File: src/sv/assert_macros.svh
// Assertion helpers for the barycentric weight block.
`ifndef ASSERT_MACROS_SVH
`define ASSERT_MACROS_SVH

// Condition that must hold at every clock edge outside reset.
`define TBW_CHECK(name, cond) \
  name: assert property (@(posedge clk) disable iff (rst) (cond)) \
    else $error("tbw check failed");

// Consequence that must hold in the same cycle as its antecedent.
`define TBW_IMPLIES(name, ante, cons) \
  name: assert property (@(posedge clk) disable iff (rst) (ante) |-> (cons)) \
    else $error("tbw implication failed");

`endif

File: src/sv/tbw_pkg.sv
package tbw_pkg;

  // Field widths.
  localparam int CW = 16;
  localparam int FW = 16;
  localparam int OW = FW + 5;

  // Widths of the intermediate terms: differences, normal, edge normals, dots.
  localparam int DW = CW + 1;
  localparam int NW = 2 * DW + 1;
  localparam int MW = DW + NW + 1;
  localparam int PW = MW + DW + 2;

  // Divider widths: scaled dividend, compare width, quotient bit index.
  localparam int AW = PW + FW;
  localparam int XW = PW + OW + 1;
  localparam int KW = $clog2(OW);
  localparam int LANES = 3;
  localparam int CELLS = OW;

  typedef logic [CW-1:0] coord_t;
  typedef logic [OW-1:0] weight_t;

  // Word that moves from one divider cell to the next.
  typedef struct packed {
    logic [LANES-1:0][AW-1:0] rem;
    logic [LANES-1:0][PW-1:0] den;
    logic [LANES-1:0][OW-1:0] quo;
    logic [LANES-1:0]         big;
    logic [LANES-1:0]         neg;
    logic                     degen;
  } div_t;

endpackage

File: src/sv/tbw_div_cell.sv
module tbw_div_cell (
  input  logic                     clk,
  input  logic                     rst,
  input  logic [tbw_pkg::KW-1:0]   bit_pos,
  input  logic                     in_valid,
  output logic                     in_ready,
  input  tbw_pkg::div_t            in_data,
  output logic                     out_valid,
  input  logic                     out_ready,
  output tbw_pkg::div_t            out_data
);
  import tbw_pkg::*;

  div_t data_next;

  // One restoring step per lane: settle the quotient bit at bit_pos.
  always_comb begin
    logic [XW-1:0] trial;
    data_next = in_data;
    for (int l = 0; l < LANES; l++) begin
      trial = XW'(in_data.den[l]) << bit_pos;
      if (XW'(in_data.rem[l]) >= trial) begin
        data_next.rem[l] = in_data.rem[l] - AW'(trial);
        data_next.quo[l][bit_pos] = 1'b1;
      end
    end
  end

  assign in_ready = !out_valid || out_ready;

  // Valid bit of the cell.
  always_ff @(posedge clk) begin
    if (rst) begin
      out_valid <= 1'b0;
    end else if (in_ready) begin
      out_valid <= in_valid;
    end
  end

  // Word register of the cell.
  always_ff @(posedge clk) begin
    if (in_ready && in_valid) begin
      out_data <= data_next;
    end
  end

endmodule

File: config.mk
export PLATFORM = sky130hd
export DESIGN_NAME = tbw_div_cell
export DESIGN_NICKNAME = d
export VERILOG_FILES = /design/src/sv/assert_macros.svh /design/src/sv/tbw_pkg.sv /design/src/sv/tbw_div_cell.sv
export SDC_FILE = /design/constraint.sdc
export NUM_CORES = 2
export LEC_CHECK = 0
export ABC_AREA = 1
export BUFFER_PORTS_ARGS = -buffer_cell sky130_fd_sc_hd__buf_2
export CORE_AREA = 2 2 431 433
export DETAILED_ROUTE_END_ITERATION = 7
export DIE_AREA = 0 0 433 435
export GPL_TIMING_DRIVEN = 0
export HOLD_SLACK_MARGIN = 0.12
export PLACE_DENSITY = 0.6
export SLEW_MARGIN = 20
export SYNTH_ARGS = -nofsm -noshare
export SYNTH_HDL_FRONTEND = slang
export SYNTH_SLANG_ARGS = --single-unit
File: constraint.sdc
create_clock -name clk -period 36.4 [get_ports clk]
set_input_delay 7.28 -clock clk [delete_from_list [all_inputs] [get_ports clk]]
set_output_delay 7.28 -clock clk [all_outputs]
set_load 0.005 [all_outputs]
==> results.md <==
* Vias in the first global route at ~66000
* DR vias/cell at approximately 5.6
* Synth Register Bits at between 500 and 600
* Async SR Flop Fraction at 0
* Sequential share of the synthesized area at 0.297
* Critical-path maximum fanout at 12
* Post-CTS Setup Inserts at 0
* Setup violators final at 0
* Num ports at roughly 1100
* Die footprint at around 190000 µm²
* Synth top area cells: edfxtp_1 30%, nand2_1 22%, nand3_1 7.1%
* Hold WS at 0.565 ns
* Synth area leader: edfxtp_1
* Htree depth at 2
* Die height at roughly 440 µm
* Top FF cell, synth: edfxtp_1
* Critical path class: input pin to flop
* Max-cap violations at 0
* DR pass1 iterations at 7
* Rows at ~160
* Clk buf depth at 3
* Peak supply drop at about 37 µV
* Pwr dens at 41.4 nW/µm²
* Hold Vio Cnt, Final at 0
* CP Buf/Inv Count at 6
* Top-count cell post-synth: nand2_1
* Hold bufs inserted after CTS at 0
* Area after DPL at 65100 µm²
* Initial Util at 0.303
* Post-synthesis cell count at 8807
* Slew HR at 0.0907
* Setup_tns at 0 ns
* CTS tree: yes
* Setup WS pre-CTS at between 20 and 25 ns
* Critical Path RT at between 30 and 40 ns
* Ys Warns at 0
* Clock Sinks at about 550
* Post-synth EDFFs at 550
* Total gr overflow at 0
* Gpl congestion at approximately 1.2
* Crit path DAT at ~17 ns
* Core area at around 180000 µm²
* Non-Filler Instances at approximately 13000
* Worst setup EP type: flop
* Area taken by multi-input logic gates at 34100 µm²
* Aggregate global-route resource usage at 0.406
* Post-synth design cell area at 55700 µm²
* Hpwl dp at between 300000 and 400000 µm
* Unrepaired setup endpoints after global routing: false
* DP Cell Count at 12400
* Post-CTS sizing at 0
* Max-slew violations at 0
* Max incr delay on CP at ~0.98 ns
* Iteration-0 DRC Markers at a little under 9000
* Fraction of layout cells with a size suffix above 1 at 0.138
* Slew @ Worst Pin at between 1 and 1.5 ns
* Reg clk slew, reported paths at around 0.060 ns
* First-pass GRT wire length at around 530000 µm
* WL per Instance at 31.8 µm
* Final Skew at between 0.03 and 0.04 ns
* TritonCTS Buffers at 59
* Antenna violations before repair at 44
* Post-route cell area at approximately 67000 µm²
* CP max stage cell: o22ai_1
* Outcome: complete, no violations
* Post-synth top cells: 3278 x nand2_1, 972 x inv_1, 788 x nand3_1
* Root buf cell: clkbuf_16
* Largest net degree at the start of global routing at 26
* Period utilization at 0.438
* Drt drc at 0
* Routed Antenna Nets at 0
* Reg area at around 17000 µm²
* Nets@finish at 10800
* Min Tclk post-route at between 15 and 20 ns
* Routed WL at 399000 µm
* Final Power at about 2.8 mW
* Worst setup margin at 20.46 ns
* Most numerous cell on the critical path: nand2_1
* Setup crit start kind: input pin
* Fill count at 20500
* Syn Area/Cell at ~6.3 µm²
* Worst min-delay path class: flop to flop
* Top-area cell type share of the netlist area at 0.297
* Vias at about 71000
* Die W at 433 µm
* Fin util at 0.364
* IO buf count at 1107
* LEAKAGE at ~33 nW
* Unique masters post-synth at 52
* Worst-skew pair later-pin latency at around 0.7 ns
* CP Cell Sequence: buf_6 -> inv_4 -> buf_2 -> clkbuf_1 -> nand2_1 -> o22ai_1 -> o21ai_0 -> o21ai_0 -> o21ai_0 -> ha_1 -> nand2_1 -> nor2_1 -> inv_1 -> nor2_1 -> nand2_1 -> nor2_1 -> nand2_1 -> nand2_1 -> nand4_4 -> nand2_4 -> buf_4 -> nand2_1 -> nand2_1
* Max Clk Rate at ~63 MHz
* Syn nets at roughly 9600
* Crit path max-delay family: simple AND/OR/NAND/NOR gates
* Area grow syn2layout at 20.3%
kinds of logic after synthesis:
logic type / count (synthesis) / share of synthesized area
flops: 551 / 0.297
mux: 190 / 0.0341
buf+inv: 1287 / 0.0912
simple gates: 5018 / 0.365
xor+xnor: 160 / 0.0252
compound gates: 1331 / 0.127
fa+ha+maj: 270 / 0.0611
cell usage in the layout (no fill, tap or decap), drive strengths merged, types with 54 or more instances in the layout:
cell type,n
clkbuf,205
edfxtp,550
a21oi,428
mux2i,190
ha,267
nand2,3284
o21ai,718
nand4,81
xor2,104
nand3,788
xnor2,56
nor2,753
nor3,54
buf,1325
inv,980
tightest hold or removal path: stages (launching register included):
cell and delay (ns):
dfxtp_1 0.35, nand2_1 0.10, a21oi_1 0.07
final timing paths:
path         startpoint            to  slack [ns]  depth (start not counted)
max          bit_pos[0]  out_data[30]       20.46                         23
min           out_valid     out_valid        0.57                          2
max reg2reg   out_valid   out_data[8]       33.00                         12
min reg2reg   out_valid     out_valid        0.57                          2
area by class of cell:
| type | count | area share |
|---|---|---|
| Multi-Input combinational cell | 6969 | 0.509 |
| Sequential cell | 551 | 0.247 |
| Timing Repair Buffer | 1138 | 0.0944 |
| Inverter | 979 | 0.0549 |
| Tap cell | 2480 | 0.0463 |
| Clock buffer | 84 | 0.0243 |
| Buffer | 308 | 0.0211 |
| Clock inverter | 19 | 0.00245 |
| Antenna cell | 23 | 0.000859 |
power breakdown:
group	total, mW	internal (mW)	leakage, nW	switching (mW)
logic	1.41	0.370	26.5	1.04
registers	0.787	0.771	5.35	0.0157
clock network	0.581	0.317	0.875	0.263
routing by layer:
metal	GRT usage	share of wire	up-vias
li1	-	-	31300
met1	0.497	0.39	33800
met2	0.627	0.43	4620
met3	0.0756	0.089	1158
met4	0.313	0.095	8
met5	0	0.00013	-
state kept, by name, summed over array words and instances (netlist names):
register,flops
out_data,550
out_valid,1
No activity file was read; power rests on OpenSTA's default activity.
